### src/rtl/free_row_gap_finder_assert.svh
// Assertion macros for the free row gap finder RTL.
// No dependencies; the checks are left out when SYNTHESIS is set.
`ifndef FREE_ROW_GAP_FINDER_ASSERT_SVH
`define FREE_ROW_GAP_FINDER_ASSERT_SVH
`ifndef SYNTHESIS
`define FRGF_ASSERT(label, clk, rst, prop, msg) \
   label: assert property (@(posedge clk) disable iff (rst) prop) else $error(msg);
`define FRGF_ASSERT_NR(label, clk, prop, msg) \
   label: assert property (@(posedge clk) prop) else $error(msg);
`else
`define FRGF_ASSERT(label, clk, rst, prop, msg)
`define FRGF_ASSERT_NR(label, clk, prop, msg)
`endif
`endif

### src/rtl/frgf_pkg.sv
// Shared types and constants of the free row gap finder.
// No dependencies.
package frgf_pkg;
   localparam int MAX_SPANS_DEF = 32;
   localparam int CSR_IDX_W = 2;

   localparam logic [CSR_IDX_W-1:0] CSR_IMAGE_HEIGHT   = 2'd0;
   localparam logic [CSR_IDX_W-1:0] CSR_IMAGE_WIDTH    = 2'd1;
   localparam logic [CSR_IDX_W-1:0] CSR_MIN_GAP_HEIGHT = 2'd2;
   localparam logic [CSR_IDX_W-1:0] CSR_MIN_GAP_WIDTH  = 2'd3;

   localparam logic OP_LOAD   = 1'b0;
   localparam logic OP_FINISH = 1'b1;

   typedef struct packed {
      logic        opcode;
      logic [15:0] span_top;
      logic [15:0] span_rows;
   } req_type;

   typedef struct packed {
      logic [15:0] gap_top;
      logic [15:0] gap_bottom;
      logic        gap_valid;
      logic        last_gap;
      logic        spans_dropped;
   } rsp_type;
endpackage

### src/rtl/frgf_ram.sv
// Generic single-port-write, single-port-read RAM with registered read.
// No dependencies.
module frgf_ram #(
   parameter int WIDTH = 32,
   parameter int DEPTH = 32,
   localparam int AW = (DEPTH > 1) ? $clog2(DEPTH) : 1
) (
   input  logic             clock,
   input  logic             wr_en,
   input  logic [AW-1:0]    wr_addr,
   input  logic [WIDTH-1:0] wr_data,
   input  logic             rd_en,
   input  logic [AW-1:0]    rd_addr,
   output logic [WIDTH-1:0] rd_data_ff
);
   logic [WIDTH-1:0] mem_ff [DEPTH];

   always_ff @(posedge clock) begin
      if (wr_en) begin
         mem_ff[wr_addr] <= wr_data;
      end
      if (rd_en) begin
         rd_data_ff <= mem_ff[rd_addr];
      end
   end
endmodule

### src/rtl/free_row_gap_finder.sv
// Free row gap finder top level: span store, sorted walk, merge and gap output.
// Depends on frgf_pkg, frgf_ram and free_row_gap_finder_assert.svh.
// Loads may arrive back to back. A finish walks the span store in sorted order by
// repeated scans of the store memory, one entry read per cycle; a stall on the result
// side holds the walk up. Spans beyond MAX_SPANS are dropped and flagged on every
// result of the next finish. Identical spans are visited once, which does not change
// the merged result.
`include "free_row_gap_finder_assert.svh"
module free_row_gap_finder
   import frgf_pkg::*;
#(
   parameter int MAX_SPANS = MAX_SPANS_DEF
) (
   input  logic                 clock,
   input  logic                 reset,
   input  logic                 req_valid,
   output logic                 req_stall,
   input  req_type              req_data,
   output logic                 rsp_valid,
   input  logic                 rsp_stall,
   output rsp_type              rsp_data,
   input  logic                 csr_valid,
   output logic                 csr_ready,
   input  logic [CSR_IDX_W-1:0] csr_index,
   input  logic [15:0]          csr_data
);
   localparam int CNT_W = $clog2(MAX_SPANS + 1);
   localparam int AW = (MAX_SPANS > 1) ? $clog2(MAX_SPANS) : 1;
   localparam logic [CNT_W-1:0] MAX_CNT = CNT_W'(MAX_SPANS);

   localparam logic [2:0] ST_IDLE  = 3'd0;
   localparam logic [2:0] ST_SCAN  = 3'd1;
   localparam logic [2:0] ST_STEP  = 3'd2;
   localparam logic [2:0] ST_FLUSH = 3'd3;
   localparam logic [2:0] ST_TAIL  = 3'd4;
   localparam logic [2:0] ST_OFFER = 3'd5;
   localparam logic [2:0] ST_FIN   = 3'd6;

   logic [2:0]       state_ff, state_in, ret_ff, ret_in;
   logic [CNT_W-1:0] cnt_ff, cnt_in, idx_ff, idx_in;
   logic             ovf_ff, ovf_in, drop_ff, drop_in;
   logic [15:0]      height_ff, height_in, width_ff, width_in;
   logic [15:0]      minh_ff, minh_in, minw_ff, minw_in;
   logic             rsp_valid_ff, rsp_valid_in;
   rsp_type          rsp_data_ff, rsp_data_in;
   logic             rd_v_ff, rd_v_in, found_ff, found_in, have_last_ff, have_last_in;
   logic             have_cur_ff, have_cur_in, held_v_ff, held_v_in;
   logic [31:0]      best_ff, best_in, last_ff, last_in;
   logic [15:0]      cur_s_ff, cur_s_in, cur_e_ff, cur_e_in;
   logic [16:0]      top_ff, top_in;
   logic [15:0]      held_top_ff, held_top_in, held_bot_ff, held_bot_in;
   logic [15:0]      cand_top_ff, cand_top_in, cand_bot_ff, cand_bot_in;

   logic             load_acc, fin_acc, wr_en, rd_en, slot_free, better, gap_ok, tail_ok;
   logic [15:0]      minh_eff, rows_eff, end_sat, s_best, e_best, hm1;
   logic [16:0]      end_sum, gap_diff;
   logic [31:0]      rd_data;

   frgf_ram #(.WIDTH(32), .DEPTH(MAX_SPANS)) u_store (
      .clock      (clock),
      .wr_en      (wr_en),
      .wr_addr    (cnt_ff[AW-1:0]),
      .wr_data    ({req_data.span_top, end_sat}),
      .rd_en      (rd_en),
      .rd_addr    (idx_ff[AW-1:0]),
      .rd_data_ff (rd_data)
   );

   assign req_stall = (state_ff != ST_IDLE);
   assign csr_ready = 1'b1;
   assign rsp_valid = rsp_valid_ff;
   assign rsp_data  = rsp_data_ff;

   assign load_acc  = req_valid && !req_stall && (req_data.opcode == OP_LOAD);
   assign fin_acc   = req_valid && !req_stall && (req_data.opcode == OP_FINISH);
   assign rows_eff  = (req_data.span_rows == 16'd0) ? 16'd1 : req_data.span_rows;
   assign end_sum   = {1'b0, req_data.span_top} + {1'b0, rows_eff} - 17'd1;
   assign end_sat   = end_sum[16] ? 16'hFFFF : end_sum[15:0];
   assign wr_en     = load_acc && (cnt_ff < MAX_CNT);
   assign rd_en     = (state_ff == ST_SCAN) && (idx_ff < cnt_ff);
   assign minh_eff  = (minh_ff == 16'd0) ? 16'd1 : minh_ff;
   assign slot_free = !rsp_valid_ff || !rsp_stall;
   assign s_best    = best_ff[31:16];
   assign e_best    = best_ff[15:0];
   assign hm1       = height_ff - 16'd1;
   assign better    = (!have_last_ff || rd_data > last_ff) && (!found_ff || rd_data < best_ff);
   assign gap_diff  = {1'b0, cur_s_ff} - top_ff;
   assign gap_ok    = ({1'b0, cur_s_ff} >= top_ff) && (gap_diff >= {1'b0, minh_eff});
   assign tail_ok   = (top_ff < {1'b0, hm1})
                      && (({1'b0, height_ff} - top_ff) >= {1'b0, minh_eff});

   always_comb begin
      state_in     = state_ff;
      ret_in       = ret_ff;
      cnt_in       = cnt_ff;
      idx_in       = idx_ff;
      ovf_in       = ovf_ff;
      drop_in      = drop_ff;
      height_in    = height_ff;
      width_in     = width_ff;
      minh_in      = minh_ff;
      minw_in      = minw_ff;
      rsp_valid_in = rsp_valid_ff && rsp_stall;
      rsp_data_in  = rsp_data_ff;
      rd_v_in      = 1'b0;
      found_in     = found_ff;
      have_last_in = have_last_ff;
      have_cur_in  = have_cur_ff;
      held_v_in    = held_v_ff;
      best_in      = best_ff;
      last_in      = last_ff;
      cur_s_in     = cur_s_ff;
      cur_e_in     = cur_e_ff;
      top_in       = top_ff;
      held_top_in  = held_top_ff;
      held_bot_in  = held_bot_ff;
      cand_top_in  = cand_top_ff;
      cand_bot_in  = cand_bot_ff;

      if (csr_valid && csr_ready) begin
         case (csr_index)
            CSR_IMAGE_HEIGHT:   height_in = csr_data;
            CSR_IMAGE_WIDTH:    width_in  = csr_data;
            CSR_MIN_GAP_HEIGHT: minh_in   = csr_data;
            CSR_MIN_GAP_WIDTH:  minw_in   = csr_data;
            default: ;
         endcase
      end

      case (state_ff)
         ST_IDLE: begin
            if (load_acc) begin
               if (cnt_ff < MAX_CNT) begin
                  cnt_in = cnt_ff + CNT_W'(1);
               end else begin
                  ovf_in = 1'b1;
               end
            end
            if (fin_acc) begin
               drop_in      = ovf_ff;
               held_v_in    = 1'b0;
               have_cur_in  = 1'b0;
               have_last_in = 1'b0;
               found_in     = 1'b0;
               idx_in       = '0;
               top_in       = '0;
               if (width_ff < minw_ff || height_ff < minh_eff) begin
                  state_in = ST_FIN;
               end else if (cnt_ff == '0) begin
                  held_v_in   = 1'b1;
                  held_top_in = 16'd0;
                  held_bot_in = hm1;
                  state_in    = ST_FIN;
               end else begin
                  state_in = ST_SCAN;
               end
            end
         end
         ST_SCAN: begin
            if (rd_en) begin
               idx_in  = idx_ff + CNT_W'(1);
               rd_v_in = 1'b1;
            end
            if (rd_v_ff && better) begin
               best_in  = rd_data;
               found_in = 1'b1;
            end
            if (!rd_en && !rd_v_ff) begin
               state_in = found_ff ? ST_STEP : ST_FLUSH;
            end
         end
         ST_STEP: begin
            last_in      = best_ff;
            have_last_in = 1'b1;
            found_in     = 1'b0;
            idx_in       = '0;
            state_in     = ST_SCAN;
            if (!have_cur_ff) begin
               have_cur_in = 1'b1;
               cur_s_in    = s_best;
               cur_e_in    = e_best;
            end else if ({1'b0, cur_e_ff} + 17'd1 < {1'b0, s_best}) begin
               top_in      = {1'b0, cur_e_ff} + 17'd1;
               cur_s_in    = s_best;
               cur_e_in    = e_best;
               cand_top_in = top_ff[15:0];
               cand_bot_in = cur_s_ff - 16'd1;
               if (gap_ok) begin
                  ret_in   = ST_SCAN;
                  state_in = ST_OFFER;
               end
            end else if (e_best > cur_e_ff) begin
               cur_e_in = e_best;
            end
         end
         ST_FLUSH: begin
            top_in      = {1'b0, cur_e_ff} + 17'd1;
            cand_top_in = top_ff[15:0];
            cand_bot_in = cur_s_ff - 16'd1;
            ret_in      = ST_TAIL;
            state_in    = gap_ok ? ST_OFFER : ST_TAIL;
         end
         ST_TAIL: begin
            cand_top_in = top_ff[15:0];
            cand_bot_in = hm1;
            ret_in      = ST_FIN;
            state_in    = tail_ok ? ST_OFFER : ST_FIN;
         end
         ST_OFFER: begin
            if (!held_v_ff) begin
               held_v_in   = 1'b1;
               held_top_in = cand_top_ff;
               held_bot_in = cand_bot_ff;
               state_in    = ret_ff;
            end else if (slot_free) begin
               rsp_valid_in = 1'b1;
               rsp_data_in  = '{gap_top: held_top_ff, gap_bottom: held_bot_ff,
                                gap_valid: 1'b1, last_gap: 1'b0,
                                spans_dropped: drop_ff};
               held_top_in  = cand_top_ff;
               held_bot_in  = cand_bot_ff;
               state_in     = ret_ff;
            end
         end
         ST_FIN: begin
            if (slot_free) begin
               rsp_valid_in = 1'b1;
               rsp_data_in  = '{gap_top: held_v_ff ? held_top_ff : 16'd0,
                                gap_bottom: held_v_ff ? held_bot_ff : 16'd0,
                                gap_valid: held_v_ff, last_gap: 1'b1,
                                spans_dropped: drop_ff};
               cnt_in       = '0;
               ovf_in       = 1'b0;
               held_v_in    = 1'b0;
               state_in     = ST_IDLE;
            end
         end
         default: state_in = ST_IDLE;
      endcase
   end

   always_ff @(posedge clock) begin
      if (reset) begin
         state_ff     <= ST_IDLE;
         ret_ff       <= ST_IDLE;
         cnt_ff       <= '0;
         idx_ff       <= '0;
         ovf_ff       <= 1'b0;
         height_ff    <= 16'd0;
         width_ff     <= 16'd0;
         minh_ff      <= 16'd1;
         minw_ff      <= 16'd0;
         rsp_valid_ff <= 1'b0;
         rd_v_ff      <= 1'b0;
         found_ff     <= 1'b0;
         have_last_ff <= 1'b0;
         have_cur_ff  <= 1'b0;
         held_v_ff    <= 1'b0;
      end else begin
         state_ff     <= state_in;
         ret_ff       <= ret_in;
         cnt_ff       <= cnt_in;
         idx_ff       <= idx_in;
         ovf_ff       <= ovf_in;
         height_ff    <= height_in;
         width_ff     <= width_in;
         minh_ff      <= minh_in;
         minw_ff      <= minw_in;
         rsp_valid_ff <= rsp_valid_in;
         rd_v_ff      <= rd_v_in;
         found_ff     <= found_in;
         have_last_ff <= have_last_in;
         have_cur_ff  <= have_cur_in;
         held_v_ff    <= held_v_in;
      end
   end

   always_ff @(posedge clock) begin
      drop_ff     <= drop_in;
      rsp_data_ff <= rsp_data_in;
      best_ff     <= best_in;
      last_ff     <= last_in;
      cur_s_ff    <= cur_s_in;
      cur_e_ff    <= cur_e_in;
      top_ff      <= top_in;
      held_top_ff <= held_top_in;
      held_bot_ff <= held_bot_in;
      cand_top_ff <= cand_top_in;
      cand_bot_ff <= cand_bot_in;
   end

   `FRGF_ASSERT(a_cnt_bound, clock, reset, cnt_ff <= MAX_CNT, "span count above capacity")
   `FRGF_ASSERT(a_fin_leaves_idle, clock, reset, fin_acc |=> state_ff != ST_IDLE, "finish ignored")
   `FRGF_ASSERT(a_invalid_zero, clock, reset,
      (rsp_valid_ff && !rsp_data_ff.gap_valid) |-> (rsp_data_ff.last_gap
      && rsp_data_ff.gap_top == 16'd0 && rsp_data_ff.gap_bottom == 16'd0),
      "invalid result not final or not zero")
   `FRGF_ASSERT(a_fin_clears, clock, reset,
      (state_ff == ST_FIN && slot_free) |=> (cnt_ff == '0 && !ovf_ff),
      "store not cleared after finish")
endmodule

### config.mk
export PLATFORM = sky130hd
export DESIGN_NAME = free_row_gap_finder
export DESIGN_NICKNAME = d
export VERILOG_FILES = /design/src/rtl/frgf_pkg.sv /design/src/rtl/frgf_ram.sv /design/src/rtl/free_row_gap_finder.sv
export VERILOG_INCLUDE_DIRS = /design/src /design/src/rtl
export SDC_FILE = /design/constraint.sdc
export NUM_CORES = 2
export LEC_CHECK = 0
export BUFFER_PORTS_ARGS = -buffer_cell sky130_fd_sc_hd__buf_2
export CAP_MARGIN = 20
export CORE_ASPECT_RATIO = 1.2
export CORE_UTILIZATION = 60
export CTS_CLUSTER_SIZE = 28
export DETAILED_ROUTE_END_ITERATION = 16
export GPL_ROUTABILITY_DRIVEN = 1
export PLACE_DENSITY = 0.77
export SKIP_CTS_REPAIR_TIMING = 1
export SYNTH_ARGS = -nofsm -noshare
export SYNTH_HDL_FRONTEND = slang
export SYNTH_SLANG_ARGS = --single-unit
### constraint.sdc
create_clock -name clock -period 8.9 [get_ports clock]
set_input_delay 0.445 -clock clock [delete_from_list [all_inputs] [get_ports clock]]
set_output_delay 0.445 -clock clock [all_outputs]
set_load 0.005 [all_outputs]
[Word level (Yosys, flattened, before mapping)]
Memories as Yosys holds them, arrays and structs flattened. A register that Yosys moved wholly into a read port is not among the register bits.
Cells that the tools add are included.
Word-level totals
  register bits after elaboration: 301
  memory bits (writable): 1024
  input port bits: 56
  output and inout port bits: 38
  word-level logic and storage cells: 219
  memories: 1
Cells by class
  add/subtract/negate cells: 9
  order comparisons: 12
  eq/ne operators: 27
  multiplexer cells: 79
  bitwise logic cells: 2
  reduce and logical (&&, ||, !) cells: 60
Memory list
  u_store.mem_ff: words 32, bits a word 32, rd ports 1, clocked after memory_dff 1, wr ports 1, line frgf_ram.sv:16  | logic [WIDTH-1:0] mem_ff [DEPTH];
Operators with widths (count)
  $mux 16: 24
  $mux 35: 3
  $pmux 16 s2: 3
  $pmux 35 s2: 1
  $mux 17: 3
  $pmux 17 s3: 1
  $pmux 16 s3: 1
  $mux 3: 13
  $ge 17x16->1: 2
  $lt 17x16->1: 2
  $sub 16x17->17: 2
  $gt 32x32->1: 1
  $logic_not 16->1: 2
  $lt 16x16->1: 2
  $lt 32x32->1: 1
  $sub 16x1->16 const B: 2
  $mux 6: 5
  $ne 2x2->1 const B: 13
  $reduce_and 4->1: 6
  $pmux 3 s7: 1
  $pmux 6 s3: 1
  $reduce_and 2->1: 9
  $add 16x1->17 const B: 1
  $add 16x16->17: 1
  32 further kinds: 89

[Logic depth before layout (Yosys ltp)]
  word-level depth: 8
  gate-level depth with buffers: 20
  depth with buffers taken out: 20

[Hierarchy]
Synthesis repeated with hierarchy kept, for this count alone.
Second synthesis, totals
  cell total of the unflattened synthesis: 4122
  area, all modules: 59096.7 µm²
Modules (own cells, without submodules)
  frgf_ram: instances 1, cells an instance 2260, area an instance 40809.1 µm²
  free_row_gap_finder: instances 1, cells an instance 1862, area an instance 18287.5 µm²

[Worst setup path after synthesis]
Ideal clock, no wire load.
  path kind: register to register
  start point: register minw_ff[7]
  end point: register held_bot_ff[0], enable pin
  arrival: 3.906 ns
  data required time: 8.430 ns
  setup slack: 4.524 ns
  stages on the path, launching flop included: 9
  buffers on the path: 0
  clock period less this slack: 4.376 ns
  cells stage by stage: dfxtp_1 -> inv_1 -> ha_1 -> and3_1 -> a221o_2 -> a2111oi_4 -> a211oi_2 -> o32ai_4 -> a211oi_1
On the way
  word-level cells in the longest chain between the ends: 4
Ends and longest elaborated chain
  start, declared: line free_row_gap_finder.sv:43  | logic [15:0] minh_ff, minh_in, minw_ff, minw_in;
  start signal, assigned: line free_row_gap_finder.sv:268  | minw_ff <= minw_in;
  $lt 16x16->1: line free_row_gap_finder.sv:147  | if (width_ff < minw_ff || height_ff < minh_eff) begin
  $logic_or 1x1->1: line free_row_gap_finder.sv:147
  $ne 2x2->1 (no line)
  $reduce_and 5->1 (no line)
  end signal, assigned: line free_row_gap_finder.sv:287  | held_bot_ff <= held_bot_in;
  end, declared: line free_row_gap_finder.sv:51  | logic [15:0] held_top_ff, held_top_in, held_bot_ff, held_bot_in;
Every way passes these cells.
A chain may end at the register's enable or synchronous reset.

[Worst setup path in the final report]
  start point: register state_ff[0]
  end point: memory u_store.mem_ff[1][13], enable pin
On the way
  word-level cells in the longest chain between the ends: 7
Ends and longest elaborated chain
  start, declared: line free_row_gap_finder.sv:39  | logic [2:0] state_ff, state_in, ret_ff, ret_in;
  start signal, assigned: line free_row_gap_finder.sv:260  | state_ff <= state_in;
  $reduce_bool 3->1: line free_row_gap_finder.sv:69  | assign req_stall = (state_ff != ST_IDLE);
  $logic_not 1->1: line free_row_gap_finder.sv:74  | assign load_acc = req_valid && !req_stall && (req_data.opcode == OP_LOAD);
  $logic_and 1x1->1 (2 in a row): line free_row_gap_finder.sv:74
  $logic_and 1x1->1: line free_row_gap_finder.sv:79  | assign wr_en = load_acc && (cnt_ff < MAX_CNT);
  $mux 1: line frgf_ram.sv:19  | if (wr_en) begin
  $mux 1 (implied by the code): line frgf_ram.sv:20  | mem_ff[wr_addr] <= wr_data;
  end, declared: line frgf_ram.sv:16
Every way passes these cells.

==> impl_metrics.py <==
metrics = {
    "cts": {
        "clockBufferDepth": 3,
        "cts_tree": "built",
        "root_buffer": "clkbuf_16",
        "path_clk_slew_ns": 0.07,
        "clk-insertion-delay-late_ns": 0.75,
        "h-tree-depth": 4,
        "cts_sinks": 1357,
        "numCtsBuffers": 130,
    },
    "power_and_ir_drop": {
        "peakVddDrop_v": 0.0001908,
        "p_leak_nw": 21.64,
        "power.density_mw_per_mm2": 240.6,
        "power.total_mw": 15.57,
    },
    "grt": {
        "grt_pass1_vias": 32142,
        "grt_max_degree": 162,
        "antenna_found_initial": 5,
        "grt_pass1_wl_microns": 207300,
        "track_usage": 0.2958,
        "overflow": 0,
    },
    "worst_setup_path": {
        "worstPathBufferInverterCount": 1,
        "critPathTopFamily": "simple AND/OR/NAND/NOR gates",
        "crit_path_end_kind": "flip-flop",
        "cp_max_fo": 18,
        "cp_slowest_cell": "nor2_4",
        "cp.depth": 6,
        "crit_path_cell_trace": "nor3_1, nand3b_1, nor2_1, nand2_1, nor2_4, buf_4",
        "required_ns": 9.28,
        "rr_worst_depth": 6,
        "cp.arrival_ns": 4.97,
        "max_stage_delay_ns": 0.94,
        "critPathKind": "reg2reg",
        "startpoint_type": "flip-flop",
    },
    "yosys": {
        "yosys_warnings": 0,
        "async_reset_ff_frac": 0,
        "synth_fp_nets": 3720,
        "ys_types": 85,
        "synth_area_sq_mm": 0.05817,
        "syn_inst": 3413,
        "synth_edf_count": 1269,
        "avgSynthCellArea_sq_um": 17.04,
        "ys_ff_latch": 1357,
        "seq_area_frac_synth": 0.6854,
        "synth_ff_type": "edfxtp_1",
    },
    "floorplanning": {
        "rows": 124,
        "die_w_microns": 286.2,
        "die-area_sq_mm": 0.09820,
        "initial_core_util": 0.6076,
        "pin_count": 94,
        "core_area_sq_mm": 0.09573,
        "die_y_microns": 343.1,
    },
    "routing": {
        "ant_nets": 0,
        "drt_iter0_markers": 3551,
        "wire_per_inst_microns": 28.82,
        "drt_pre_antenna_iters": 6,
        "vias": 32009,
        "drcViolationCount": 0,
        "vias_per_cell": 6.472,
        "wirelength_microns": 142600,
    },
    "status": {
        "violations": "negative hold slack",
        "status": "finished, violations left",
    },
    "place": {
        "io_buffers": 92,
        "gp_congestion": 0.9141,
        "post-dp-hpwl_microns": 82010,
        "post_dp_cell_area_sq_mm": 0.06043,
    },
    "timing": {
        "finalSetupViolations": 0,
        "rsz0062_at_grt": "no",
        "fin_worst_skew_ns": 0.02605,
        "tns_ns": 0,
        "timing.final.crit_share": 0.5168,
        "fmax_mhz": 217.4,
        "hold_slack_ns": -0.01126,
        "min_period_ns": 4.599,
        "relSlewSlack": 0.2241,
        "hold_violations": 4,
        "worstMarginPinSlew_ns": 1.164,
        "drv_slew": 0,
    },
    "worst_hold_path": {
        "holdPathStages": 3,
        "hp-class": "in2reg",
    },
    "cells_and_area": {
        "drive_gt1_frac": 0.2059,
        "n_antenna_cell": 0,
        "final_area_sq_mm": 0.06471,
        "layout.nets": 3889,
        "syn_to_final_growth_pct": 11.25,
        "regArea_sq_mm": 0.03988,
        "n_fill_cell": 6133,
        "multi_input_comb_area_sq_mm": 0.01725,
    },
    "run": {
        "max_cap_violations": 0,
    },
}
## worst paths after layout
path	from	end	slack [ns]
setup reg to reg	state_ff[0]$_SDFFE_PP0P_	u_store.mem_ff[1][13]$_DFFE_PP_	4.30
setup / recovery	state_ff[0]$_SDFFE_PP0P_	u_store.mem_ff[1][13]$_DFFE_PP_	4.30
hold reg to reg	minw_ff[10]$_SDFFE_PP0P_	minw_ff[10]$_SDFFE_PP0P_	0.45
hold / removal	csr_data[4]	width_ff[4]$_SDFFE_PP0P_	-0.01
## state kept, by name, indices dropped and copies added (netlist names), 6 cells and up
| signal | count |
|---|---|
| held_top_ff | 16 |
| cand_bot_ff | 16 |
| width_ff | 16 |
| cur_e_ff | 16 |
| idx_ff | 6 |
| held_bot_ff | 16 |
| u_store.rd_data_ff | 32 |
| height_ff | 16 |
| top_ff | 17 |
| cnt_ff | 6 |
| cand_top_ff | 16 |
| minh_ff | 16 |
| rsp_data | 35 |
| best_ff | 32 |
| cur_s_ff | 16 |
| minw_ff | 16 |
| u_store.mem_ff | 1024 |
| last_ff | 32 |
## tightest hold or removal path, delay by kind of cell
kind	cells	cell delay (ns)
compound gates	1	0.05
buf+inv	1	0.12
simple gates	1	0.05
## synth_stat cells, types with 17 or more instances
master	n	area [sq um]
edfxtp_1	1269	38110
mux4_2	320	7207
ha_1	248	3103
nand2_1	235	882.1
inv_1	220	825.8
a21oi_1	162	810.8
nor2_1	134	503.0
dfxtp_1	88	1762
clkbuf_1	81	304.0
o21ai_0	77	385.4
xnor2_1	52	455.4
nor2b_1	51	319.1
nand3_1	34	170.2
a21o_1	32	240.2
mux2_2	32	360.4
and3_1	28	175.2
nand4_1	27	168.9
xor2_1	27	236.5
buf_2	26	130.1
nor3_1	26	130.1
and2_1	23	143.9
a211oi_1	17	127.6
nand2b_1	17	106.4
## cells in the final DEF, fill, tap and decap left out, types with 77 or more instances in the layout
cell type  instances
edfxtp_1        1269
mux4_2           320
ha_1             248
nand2_1          235
inv_1            220
a21oi_1          161
clkbuf_16        132
nor2_1           101
buf_2             92
dfxtp_1           83
o21ai_0           77
## metal layers
layer	track usage	vias to the layer above	wire length, microns
li1	-	13683	-
met1	0.3593	16200	50730
met2	0.5054	1684	72390
met3	0.05346	436	11370
met4	0.1596	6	8017
met5	0	-	46
## power breakdown
part	internal, mW	switching (mW)
clock	3.06	2.38
sequential	7.60	0.202
combinational	0.861	1.47
total	11.5	4.05
## final cells by class
type,count,area share
Timing Repair Buffer,156,0.01562
Inverter,222,0.01288
Multi-Input combinational cell,1715,0.2666
Clock inverter,71,0.01042
Tap cell,1260,0.02436
Clock buffer,165,0.05373
Sequential cell,1357,0.6164
## per-stage QoR
stage | setup slack (ns) | cells | utilization | hold WS, ns
2_1_floorplan | 4.524 | 3413 | - | 0.4003
3_3_place_gp | 4.364 | 4700 | 0.6312 | 0.4275
3_5_place_dp | 4.188 | 4700 | 0.6312 | 0.4436
4_1_cts | 4.342 | 4936 | 0.6746 | -0.04469
5_1_grt | 3.981 | 4946 | 0.6760 | 0.001997
6_report | 4.301 | 4946 | 0.6760 | -0.01126
## cells by family (layout without fill, tap and decap cells)
logic type	count (synthesis)	count (layout)	synth area share
xor gates and xnor gates	80	80	0.01218
DFF	1357	1357	0.6854
AOI/OAI and AO/OA	396	396	0.04261
other	1	1	0.00006447
and+or+nand+nor	634	634	0.05240
adders and majority gates	251	251	0.05438
muxes	353	353	0.1303
buffers and inverters	341	614	0.02269
Note: power is estimated with default switching activity, not from simulation.
